## config.mk

```make
export PLATFORM = sky130hd
export DESIGN_NAME = byte_ring_buffer_burst_core
export DESIGN_NICKNAME = d
export VERILOG_FILES = /design/src/brbb_pkg.sv /design/src/byte_ring_buffer_burst_core.sv /design/src/brbb_ram.sv /design/src/brbb_ctrl.sv
export VERILOG_INCLUDE_DIRS = /design/src /design/src/src
export SDC_FILE = /design/constraint.sdc
export NUM_CORES = 1
export LEC_CHECK = 0
export ABC_AREA = 1
export BUFFER_PORTS_ARGS = -buffer_cell sky130_fd_sc_hd__buf_2
export CAP_MARGIN = 30
export CORE_MARGIN = 8
export CORE_UTILIZATION = 55
export CTS_CLUSTER_DIAMETER = 100
export DETAILED_ROUTE_END_ITERATION = 10
export PLACE_DENSITY = 0.71
export SYNTH_ARGS = -nofsm -noshare
export SYNTH_HDL_FRONTEND = slang
export SYNTH_SLANG_ARGS = --single-unit
```

## constraint.sdc

```tcl
create_clock -name clk -period 8.02 [get_ports clk]
set_input_delay 1.203 -clock clk [delete_from_list [all_inputs] [get_ports clk]]
set_output_delay 1.203 -clock clk [all_outputs]
set_load 0.01 [all_outputs]
```

## src/assert_macros.svh

```systemverilog
// Assertion helpers for the RTL, included by the burst core.
`ifndef ASSERT_MACROS_SVH
`define ASSERT_MACROS_SVH

`ifndef SYNTH
`define ASSERT_PROP(label, clk, rst, prop, msg) \
  label: assert property (@(posedge clk) disable iff (rst) prop) else $error(msg);
`define ASSERT_NEVER(label, clk, rst, cond, msg) \
  `ASSERT_PROP(label, clk, rst, !(cond), msg)
`else
`define ASSERT_PROP(label, clk, rst, prop, msg)
`define ASSERT_NEVER(label, clk, rst, cond, msg)
`endif

`endif

```

## src/brbb_pkg.sv

```systemverilog
package brbb_pkg;

  localparam int CW = 7;
  localparam int BW = 8;

  localparam logic [1:0] KIND_WRITE = 2'd0;
  localparam logic [1:0] KIND_READ  = 2'd1;
  localparam logic [1:0] KIND_CLEAR = 2'd2;

  localparam logic [1:0] ST_OK      = 2'd0;
  localparam logic [1:0] ST_REFUSED = 2'd1;
  localparam logic [1:0] ST_EMPTY   = 2'd2;

  localparam logic [CW-1:0] MAX_RESULTS = 7'd64;

  typedef struct packed {
    logic [1:0]    status;
    logic [BW-1:0] read_byte;
    logic [CW-1:0] count;
    logic [CW-1:0] fill_level;
    logic          last;
  } res_t;

endpackage

```

## src/byte_ring_buffer_burst_core.sv

```systemverilog
// Circular byte FIFO with whole-burst admission. Write bytes, clears and
// ignored kinds leave the state idle, so a write burst streams at one byte
// per cycle unless the output stalls. A read request of n granted bytes is
// accepted, then its bytes go out at one per cycle, unless the output stalls,
// from the synchronous byte memory, whose registered read sits between
// acceptance and the first byte; the next item is taken after the last byte
// is handed to the output register. An input transfer is taken only while
// the output register is free or being emptied, and never in a cycle with a
// capacity write. Writing the capacity empties the buffer.
`include "assert_macros.svh"

module byte_ring_buffer_burst_core import brbb_pkg::*; #(
  parameter int DEPTH = 64
) (
  input  logic        clk,
  input  logic        rst,
  input  logic        cfg_valid,
  output logic        cfg_ready,
  input  logic [6:0]  cfg_data,
  input  logic        s_tvalid,
  output logic        s_tready,
  input  logic [15:0] s_tdata,  // length[6:0], data_byte[14:7], zero[15]
  input  logic [2:0]  s_tuser,  // kind[1:0], burst_first[2]
  input  logic        s_tlast,
  output logic        m_tvalid,
  input  logic        m_tready,
  output logic [23:0] m_tdata,  // status[1:0], read_byte[9:2], count[16:10], fill_level[23:17]
  output logic        m_tlast
);

  localparam int PW = $clog2(DEPTH);

  logic          res_valid;
  logic          res_ready;
  res_t          res;
  res_t          out_res;
  logic          mem_we;
  logic [PW-1:0] mem_waddr;
  logic [7:0]    mem_wdata;
  logic [PW-1:0] mem_raddr;
  logic [7:0]    mem_rdata;

  assign cfg_ready = 1'b1;
  assign res_ready = !m_tvalid || m_tready;

  brbb_ram #(.DEPTH(DEPTH)) u_ram (
    .clk   (clk),
    .we    (mem_we),
    .waddr (mem_waddr),
    .wdata (mem_wdata),
    .raddr (mem_raddr),
    .rdata (mem_rdata)
  );

  brbb_ctrl #(.DEPTH(DEPTH)) u_ctrl (
    .clk         (clk),
    .rst         (rst),
    .cfg_valid   (cfg_valid),
    .cfg_data    (cfg_data),
    .in_valid    (s_tvalid),
    .in_ready    (s_tready),
    .kind        (s_tuser[1:0]),
    .length      (s_tdata[6:0]),
    .data_byte   (s_tdata[14:7]),
    .burst_first (s_tuser[2]),
    .burst_last  (s_tlast),
    .res_valid   (res_valid),
    .res_ready   (res_ready),
    .res         (res),
    .mem_we      (mem_we),
    .mem_waddr   (mem_waddr),
    .mem_wdata   (mem_wdata),
    .mem_raddr   (mem_raddr),
    .mem_rdata   (mem_rdata)
  );

  always_ff @(posedge clk) begin
    if (rst) begin
      m_tvalid <= 1'b0;
    end else if (res_ready) begin
      m_tvalid <= res_valid;
    end
  end

  always_ff @(posedge clk) begin
    if (res_ready && res_valid) begin
      out_res <= res;
    end
  end

  assign m_tdata = {out_res.fill_level, out_res.count, out_res.read_byte, out_res.status};
  assign m_tlast = out_res.last;

  `ASSERT_PROP(a_stall_blocks_input, clk, rst, (m_tvalid && !m_tready) |-> !s_tready, "input taken while result stalled")
  `ASSERT_NEVER(a_cfg_input_overlap, clk, rst, cfg_valid && cfg_ready && s_tvalid && s_tready, "capacity write and input transfer in one cycle")
  `ASSERT_PROP(a_empty_result, clk, rst, (m_tvalid && m_tdata[1:0] == ST_EMPTY) |-> (m_tlast && m_tdata[16:10] == 7'd0 && m_tdata[23:17] == 7'd0), "malformed empty-read result")

endmodule

```

## src/brbb_ram.sv

```systemverilog
module brbb_ram #(
  parameter int DEPTH = 64
) (
  input  logic                     clk,
  input  logic                     we,
  input  logic [$clog2(DEPTH)-1:0] waddr,
  input  logic [7:0]               wdata,
  input  logic [$clog2(DEPTH)-1:0] raddr,
  output logic [7:0]               rdata
);

  logic [7:0] mem [DEPTH];

  always_ff @(posedge clk) begin
    if (we) begin
      mem[waddr] <= wdata;
    end
    rdata <= mem[raddr];
  end

endmodule

```

## src/brbb_ctrl.sv

```systemverilog
module brbb_ctrl import brbb_pkg::*; #(
  parameter int DEPTH = 64
) (
  input  logic                     clk,
  input  logic                     rst,
  input  logic                     cfg_valid,
  input  logic [CW-1:0]            cfg_data,
  input  logic                     in_valid,
  output logic                     in_ready,
  input  logic [1:0]               kind,
  input  logic [CW-1:0]            length,
  input  logic [BW-1:0]            data_byte,
  input  logic                     burst_first,
  input  logic                     burst_last,
  output logic                     res_valid,
  input  logic                     res_ready,
  output res_t                     res,
  output logic                     mem_we,
  output logic [$clog2(DEPTH)-1:0] mem_waddr,
  output logic [BW-1:0]            mem_wdata,
  output logic [$clog2(DEPTH)-1:0] mem_raddr,
  input  logic [BW-1:0]            mem_rdata
);

  localparam int PW = $clog2(DEPTH);
  localparam int AW = (PW + 1 > CW) ? PW + 1 : CW;
  localparam int CAP_MAX = (DEPTH < 127) ? DEPTH : 127;
  localparam int CAP_RST = (CAP_MAX < 64) ? CAP_MAX : 64;

  localparam logic S_IDLE = 1'b0;
  localparam logic S_READ = 1'b1;

  logic          state, state_next;
  logic [CW-1:0] cap, cap_next;
  logic [PW-1:0] wp, wp_next;
  logic [PW-1:0] rp, rp_next;
  logic [CW-1:0] stored, stored_next;
  logic          b_acc, b_acc_next;
  logic [CW-1:0] b_len, b_len_next;
  logic [CW-1:0] b_cnt, b_cnt_next;
  logic [CW-1:0] rem, rem_next;
  logic [CW-1:0] rd_n, rd_n_next;
  logic          accept;
  logic [CW-1:0] n;

  function automatic logic [PW-1:0] adv(input logic [PW-1:0] p, input logic [CW-1:0] ec);
    logic [AW-1:0] inc;
    inc = AW'(p) + AW'(1);
    adv = (inc >= AW'(ec)) ? '0 : inc[PW-1:0];
  endfunction

  assign in_ready = (state == S_IDLE) && res_ready && !cfg_valid;
  assign accept   = in_valid && in_ready;
  assign mem_raddr = rp_next;

  always_comb begin
    state_next  = state;
    cap_next    = cap;
    wp_next     = wp;
    rp_next     = rp;
    stored_next = stored;
    b_acc_next  = b_acc;
    b_len_next  = b_len;
    b_cnt_next  = b_cnt;
    rem_next    = rem;
    rd_n_next   = rd_n;
    mem_we      = 1'b0;
    mem_waddr   = wp;
    mem_wdata   = data_byte;
    res_valid   = 1'b0;
    res         = '0;
    n = (length < stored) ? length : stored;
    if (n > MAX_RESULTS) begin
      n = MAX_RESULTS;
    end

    unique case (state)
      S_IDLE: begin
        if (accept) begin
          unique case (kind)
            KIND_WRITE: begin
              if (burst_first) begin
                b_acc_next = length <= (cap - stored);
                b_len_next = length;
                b_cnt_next = '0;
              end
              if (b_acc_next && (b_cnt_next < b_len_next) && (stored < cap)) begin
                mem_we      = 1'b1;
                wp_next     = adv(wp, cap);
                stored_next = stored + CW'(1);
                b_cnt_next  = b_cnt_next + CW'(1);
              end
              if (burst_last) begin
                res_valid      = 1'b1;
                res.status     = b_acc_next ? ST_OK : ST_REFUSED;
                res.count      = b_acc_next ? b_cnt_next : '0;
                res.fill_level = stored_next;
                res.last       = 1'b1;
                b_acc_next     = 1'b0;
                b_cnt_next     = '0;
              end
            end
            KIND_READ: begin
              if (stored == '0) begin
                res_valid      = 1'b1;
                res.status     = ST_EMPTY;
                res.last       = 1'b1;
              end else if (n == '0) begin
                res_valid      = 1'b1;
                res.status     = ST_OK;
                res.fill_level = stored;
                res.last       = 1'b1;
              end else begin
                rem_next   = n;
                rd_n_next  = n;
                state_next = S_READ;
              end
            end
            KIND_CLEAR: begin
              wp_next     = '0;
              rp_next     = '0;
              stored_next = '0;
              b_acc_next  = 1'b0;
              b_len_next  = '0;
              b_cnt_next  = '0;
            end
            default: begin
            end
          endcase
        end
      end
      S_READ: begin
        if (res_ready) begin
          res_valid      = 1'b1;
          res.status     = ST_OK;
          res.read_byte  = mem_rdata;
          res.count      = rd_n;
          res.fill_level = stored - CW'(1);
          res.last       = (rem == CW'(1));
          stored_next    = stored - CW'(1);
          rp_next        = adv(rp, cap);
          rem_next       = rem - CW'(1);
          if (rem == CW'(1)) begin
            state_next = S_IDLE;
          end
        end
      end
      default: begin
      end
    endcase

    if (cfg_valid) begin
      if (cfg_data == '0) begin
        cap_next = CW'(1);
      end else if (AW'(cfg_data) > AW'(CAP_MAX)) begin
        cap_next = CW'(CAP_MAX);
      end else begin
        cap_next = cfg_data;
      end
      wp_next     = '0;
      rp_next     = '0;
      stored_next = '0;
      b_acc_next  = 1'b0;
      b_len_next  = '0;
      b_cnt_next  = '0;
    end
  end

  always_ff @(posedge clk) begin
    if (rst) begin
      state  <= S_IDLE;
      cap    <= CW'(CAP_RST);
      wp     <= '0;
      rp     <= '0;
      stored <= '0;
      b_acc  <= 1'b0;
      b_len  <= '0;
      b_cnt  <= '0;
      rem    <= '0;
      rd_n   <= '0;
    end else begin
      state  <= state_next;
      cap    <= cap_next;
      wp     <= wp_next;
      rp     <= rp_next;
      stored <= stored_next;
      b_acc  <= b_acc_next;
      b_len  <= b_len_next;
      b_cnt  <= b_cnt_next;
      rem    <= rem_next;
      rd_n   <= rd_n_next;
    end
  end

endmodule

```

## After elaboration in Yosys (flattened, before gate mapping)

Memories as Yosys holds them, arrays and structs flattened. A register that Yosys moved wholly into a read port is not among the register bits.
Cells that the tools add are included.

| storage, ports and cells | value |
|---|---|
| register bits | 82 |
| memory bits (writable) | 512 |
| input port bits | 32 |
| word-level logic and storage cells | 144 |
| memories kept | 1 |

| operators by class | value |
|---|---|
| add/subtract/negate cells | 7 |
| $lt $le $gt $ge | 8 |
| equality and inequality tests | 10 |
| mux-type cells | 78 |
| bitwise logic cells | 3 |
| reduce and logical (&&, ||, !) cells | 21 |

Memories:

| name | words | width | read ports | clocked after memory_dff | wr ports | line | RTL |
|---|---|---|---|---|---|---|---|
| u_ram.mem | 64 | 8 | 1 | 1 | 1 | brbb_ram.sv:12 | `logic [7:0] mem [DEPTH];` |

Operator list:

| kind | number |
|---|---|
| $mux W7 | 25 |
| $pmux W7 S2 | 5 |
| $mux W15 | 3 |
| $mux W6 | 7 |
| $pmux W15 S2 | 1 |
| $mux W1 | 24 |
| $pmux W6 S2 | 2 |
| $logic_not A7 Y1 | 3 |
| $lt A7 B7 Y1 | 3 |
| $pmux W8 S2 | 1 |
| $add A6 B1 Y7 const B | 2 |
| $add A7 B1 Y7 const B | 2 |
| $ge A7 B7 Y1 | 2 |
| $gt A7 B7 Y1 const B | 2 |
| $sub A7 B1 Y7 const B | 2 |
| $reduce_and A5 Y1 | 2 |
| $mux W8 | 1 |
| $ne A2 B2 Y1 const B | 4 |
| $pmux W1 S2 | 4 |
| $pmux W2 S2 | 2 |
| $eq A7 B1 Y1 const B | 1 |
| $le A7 B7 Y1 | 1 |
| $sub A7 B7 Y7 | 1 |
| $logic_and A1 B1 Y1 | 6 |
| 14 further kinds | 21 |

## Logic depth before layout (Yosys ltp)

| logic depth | value |
|---|---|
| depth in word-level cells | 16 |
| depth in mapped cells | 24 |

## By module

Synthesis repeated with hierarchy kept, for this count alone.

| second synthesis, totals | value |
|---|---|
| cell total of the unflattened synthesis | 2615 |
| area, all modules | 27121.0 um^2 |

Modules (own cells, without submodules):

| module | instances | cells each | area each (um^2) | seq. area each (um^2) |
|---|---|---|---|---|
| brbb_ram | 1 | 1805 | 21339.2 | 15534.9 |
| brbb_ctrl | 1 | 777 | 4972.3 | 1121.1 |
| byte_ring_buffer_burst_core | 1 | 33 | 809.5 | 770.7 |

## Least setup slack after synthesis

No wires, ideal clock.

| timing | value |
|---|---|
| kind | input to register |
| from | input port s_tuser[2] |
| to | memory u_ram.mem[16][0], enable pin |
| library setup time | 370 ps |
| arrival | 3712 ps |
| data required time | 7650 ps |
| slack | 3938 ps |
| stages on the path | 15 |
| path buffers | 2 |
| path through | buf_2 -> buf_1 -> mux2i_1 -> ha_1 -> nand2_1 -> nor2_1 -> a211oi_1 -> nand2_1 -> nor2_1 -> nand2_2 -> nor2_2 -> nand2_1 -> nor2_2 -> nand2_2 -> nor2_1 |

| between the ends | value |
|---|---|
| cells in the longest elaborated chain, start to end | 13 |

RTL lines:

| item | line | RTL |
|---|---|---|
| start: declaration | byte_ring_buffer_burst_core.sv:23 | `input logic [2:0] s_tuser,` |
| $mux W7 | brbb_ctrl.sv:82 | `if (burst_first) begin` |
| $mux W7 | brbb_ctrl.sv:80 | `unique case (kind)` |
| $mux W7 | brbb_ctrl.sv:79 | `if (accept) begin` |
| $mux W7 | brbb_ctrl.sv:77 | `unique case (state)` |
| $lt A7 B7 Y1 | brbb_ctrl.sv:87 | `if (b_acc_next && (b_cnt_next < b_len_next) && (stored < cap)) begin` |
| $logic_and A1 B1 Y1 * (2 in a row) | brbb_ctrl.sv:87 |  |
| $mux W1 * | brbb_ctrl.sv:87 |  |
| $mux W1 * | brbb_ctrl.sv:80 |  |
| $mux W1 * | brbb_ctrl.sv:79 |  |
| $mux W1 * | brbb_ctrl.sv:77 |  |
| $mux W1 * | brbb_ram.sv:15 | `if (we) begin` |
| $mux W1 (implied by the code) * | brbb_ram.sv:16 | `mem[waddr] <= wdata;` |
| end: declaration | brbb_ram.sv:12 |  |

Every way passes the cells marked *; elsewhere a longest branch is shown, timed or not. The select of a mux whose other input is x is not followed.

## Final worst setup path

| timing | value |
|---|---|
| from | register u_ctrl.stored[3] |
| to | memory u_ram.mem[57][6], enable pin |

| between the ends | value |
|---|---|
| cells in the longest elaborated chain, start to end | 14 |

RTL lines:

| item | line | RTL |
|---|---|---|
| start: declaration | brbb_ctrl.sv:37 | `logic [CW-1:0] stored, stored_next;` |
| start signal: assignment | brbb_ctrl.sv:186 | `stored <= stored_next;` |
| $sub A7 B7 Y7 | brbb_ctrl.sv:83 | `b_acc_next = length <= (cap - stored);` |
| $le A7 B7 Y1 | brbb_ctrl.sv:83 |  |
| $mux W1 | brbb_ctrl.sv:82 |  |
| $mux W1 | brbb_ctrl.sv:80 |  |
| $mux W1 | brbb_ctrl.sv:79 |  |
| $mux W1 | brbb_ctrl.sv:77 |  |
| $logic_and A1 B1 Y1 | brbb_ctrl.sv:87 |  |
| $logic_and A1 B1 Y1 * | brbb_ctrl.sv:87 |  |
| $mux W1 * | brbb_ctrl.sv:87 |  |
| $mux W1 * | brbb_ctrl.sv:80 |  |
| $mux W1 * | brbb_ctrl.sv:79 |  |
| $mux W1 * | brbb_ctrl.sv:77 |  |
| $mux W1 * | brbb_ram.sv:15 |  |
| $mux W1 (implied by the code) * | brbb_ram.sv:16 |  |

Marked as above.

==> key figures <==
Clock network
  – Worst-skew pair later-pin latency: 0.63 ns
  – CTS root buf: clkbuf_16
  – CTS Buffer Depth: 3
  – TritonCTS sink count: 602
  – Num CTS Buffers: 61
  – Cts repair resizes: 0
  – Clock transition at path regs: 0.06 ns
  – CTS tree: yes
  – H-Tree Depth: 2
  – Setup repair bufs after CTS: 0
  – Hold_buf cts: 0

GRT
  – First-pass GRT wire length: 112000 µm
  – Remaining global-route overflow: 0
  – Largest net degree at the start of global routing: 101
  – Global Route Usage Sum: 23.6%
  – Vias in the first global route: 20343
  – Initial antenna violation count: 0

Detailed routing
  – Pre-antenna DRT Iters: 6
  – WL final: 71800 µm
  – Vias per Instance: 5.72
  – ANT nets after route: 0
  – Residual DRC: 0
  – Starting DRC count in detailed routing: 2327
  – Drt wl/cell: 19.3 µm
  – Vias: 21260

Floorplanning
  – Core Region: 52100 µm²
  – Die Span Y: 245 µm
  – Die Width: 245 µm
  – Initial Util: 55.2%
  – Row cnt: 84
  – Full die area: 59900 µm²
  – I/O pin cnt: 60

Timing
  – Slew margin rel.: 40.0%
  – Unrepaired setup endpoints after global routing: false
  – Worst-margin pin slew: 0.900 ns
  – Pins Over Slew Limit: 0
  – Fin Setup TNS: 0 ns
  – Final count of hold timing violations: 0
  – Tmin final: 5.65 ns
  – Hold Slack: 0.455 ns
  – Peak Freq: 177 MHz
  – Setup Skew: 0.0119 ns
  – Period utilization: 70.5%
  – Worst Slack Setup Final: 2.37 ns
  – # setup viols final: 0

Logic synthesis
  – YS warnings: 0
  – Post-synth top area share: 56.0%
  – Net Count, Synth: 3081
  – Seq cells post-synth: 602
  – Syn avg cell area: 9.59 µm²
  – Top cells by area, synth: edfxtp_1 (56%), nand3_1 (8.5%), inv_1 (7.0%), nand2_1 (6.8%), dfxtp_1 (4.5%)
  – Cell taking the most area after synthesis: edfxtp_1
  – Ys async rst share: 0%
  – EDFF count, synth: 537
  – Syn Inst Count: 3000
  – Synth unique cells: 46
  – Top FF cell, synth: edfxtp_1
  – Sequential element share of the synthesized area: 60.6%
  – Post-Syn Area: 28800 µm²

Critical path
  – CP startpoint: u_ctrl.stored[3]$_SDFFE_PP0P_
  – Endpoint class of the critical path: flip-flop
  – Req. time, crit path: 8.27 ns
  – CP Max Fanout: 18
  – Reg2reg start: u_ctrl.stored[3]$_SDFFE_PP0P_
  – Crit path DAT: 5.90 ns
  – Setup crit start kind: flip-flop
  – WS Path Type: flip-flop to flip-flop

Power and ir drop
  – Leak pwr: 13.2 nW
  – Comb pwr share: 5.5%
  – Max VDD drop: 194 µV
  – Switching power: 0.00144 W
  – Cell internal pwr: 0.00508 W
  – Clock power frac: 41.7%
  – Sequential Power Share: 52.8%
  – Net Sw Frac: 22.1%
  – Power density cells: 208 nW/µm²

Run status
  – Run status: complete, no violations

Placement
  – Setup WS pre-CTS: 2.54 ns
  – DP Wirelength: 42400 µm
  – Gpl congestion: 0.889
  – PortBufs: 57

Hold path
  – Hold Startpoint: u_ctrl.rd_n[1]$_SDFFE_PP0P_
  – Hold crit path type: flip-flop to flip-flop

Final layout
  – Post-layout util: 60.2%
  – Fraction of layout cells with a size suffix above 1: 6.77%
  – Most frequent cells in the layout: edfxtp_1 (537), inv_1 (535), nand2_1 (517)
  – Nets: 3065
  – Area Growth Syn to Fin: 9.03%
  – N_diodes: 0
  – Commonest non-fill, non-tap cell in the layout: edfxtp_1

Job
  – Count of maximum capacitance violations: 0
==> state kept, by name (all words and copies together), names as in the netlist, 7 cells and up <==
name           flops
u_ram.mem        512
u_ctrl.cap         7
u_ctrl.stored      7
u_ctrl.rem         7
u_ctrl.b_len       7
u_ram.rdata        8
m_tdata           24
u_ctrl.rd_n        7
u_ctrl.b_cnt       7
==> cell usage after synthesis (2+ instances only) <==
cell type  instances
edfxtp_1         537
inv_1            536
nand2_1          519
nand3_1          486
nand4_1          183
nor2_1           174
o21ai_0          116
clkbuf_1          76
dfxtp_1           65
ha_1              48
a21oi_1           46
buf_2             46
xor2_1            21
buf_4             20
buf_1             13
nor3_1            13
buf_6             12
o211ai_1          11
nand2_2            7
a211oi_1           6
a2bb2oi_1          6
a31oi_1            6
inv_2              6
nor2_2             6
or2_2              5
o21ai_1            4
xnor2_1            4
clkinv_1           3
mux2i_1            3
o21a_1             3
o22ai_1            3
o21bai_1           2
==> final timing paths <==
kind	to	slack (ns)	depth (start not counted)
max	u_ram.mem[57][6]$_DFFE_PP_	2.37	20
min	u_ctrl.rd_n[1]$_SDFFE_PP0P_	0.46	2
max reg2reg	u_ram.mem[57][6]$_DFFE_PP_	2.37	20
min reg2reg	u_ctrl.rd_n[1]$_SDFFE_PP0P_	0.46	2
==> metal layers <==
layer | share of wire, % | wire length, µm | vias up | GRT usage, %
met5 | 0 | 0 | - | 0
met4 | 4.1 | 2950 | 0 | 11.0
met3 | 8.6 | 6200 | 200 | 3.88
met2 | 47 | 33500 | 951 | 37.5
met1 | 41 | 29200 | 10063 | 31.8
li1 | - | - | 10046 | -
==> power by group through the flow <==
stage | registers [W] | clock network, W | logic [W]
after global routing | 0.00344 | 0.00288 | 0.000396
after CTS | 0.00344 | 0.00275 | 0.000351
after global placement | 0.00350 | 0 | 0.000339
after floorplan | 0.00350 | 0 | 0.000212
final | 0.00344 | 0.00272 | 0.000358
after detailed placement | 0.00350 | 0 | 0.000349
==> metrics by stage <==
stage | area (µm²) | cells | power [W]
2_1_floorplan | 28800 | 3000 | 0.00371
3_3_place_gp | 29300 | 3602 | 0.00384
3_5_place_dp | 29400 | 3606 | 0.00385
4_1_cts | 31300 | 3715 | 0.00654
5_1_grt | 31400 | 3718 | 0.00671
6_report | 31400 | 3718 | 0.00651
==> logic make-up after synthesis <==
family	Yosys count	synth area share, %
DFF	602	60.6
adders and majority gates	49	2.16
xor gates and xnor gates	25	0.761
buffers and inverters	712	10.1
other	1	0.0130
and+or+nand+nor	1401	22.4
AOI/OAI and AO/OA	207	3.98
muxes	3	0.104
==> critical path, stage by stage (launching register included) <==
cell and delay, ns:
dfxtp_1 0.57, inv_1 0.24, ha_1 0.43, a21oi_1 0.15, nand2_1 0.10, a31oi_1 0.13
o21ai_0 0.11, xor2_1 0.15, ha_1 0.32, nand4_1 0.12, nor3b_1 0.21, nor2_1 0.06
nand2_1 0.06, o21ai_1 0.11, nor2_1 0.17, nand2_2 0.28, nor2_2 0.29, nand2_1 0.16
nor2_2 0.18, nand2_1 0.57, nor2_1 0.85
==> area by class of cell <==
cell class              instances  area [µm²]
fillers                      4314       20800
flip-flops and latches        602       17400
multi-input cells            1686        8500
inverters                     545        2050
clock buffers                  81        1640
well taps                     688         861
repair buffers                 88         648
clock inverters                28         244
Power figures use the tool's default switching activity.
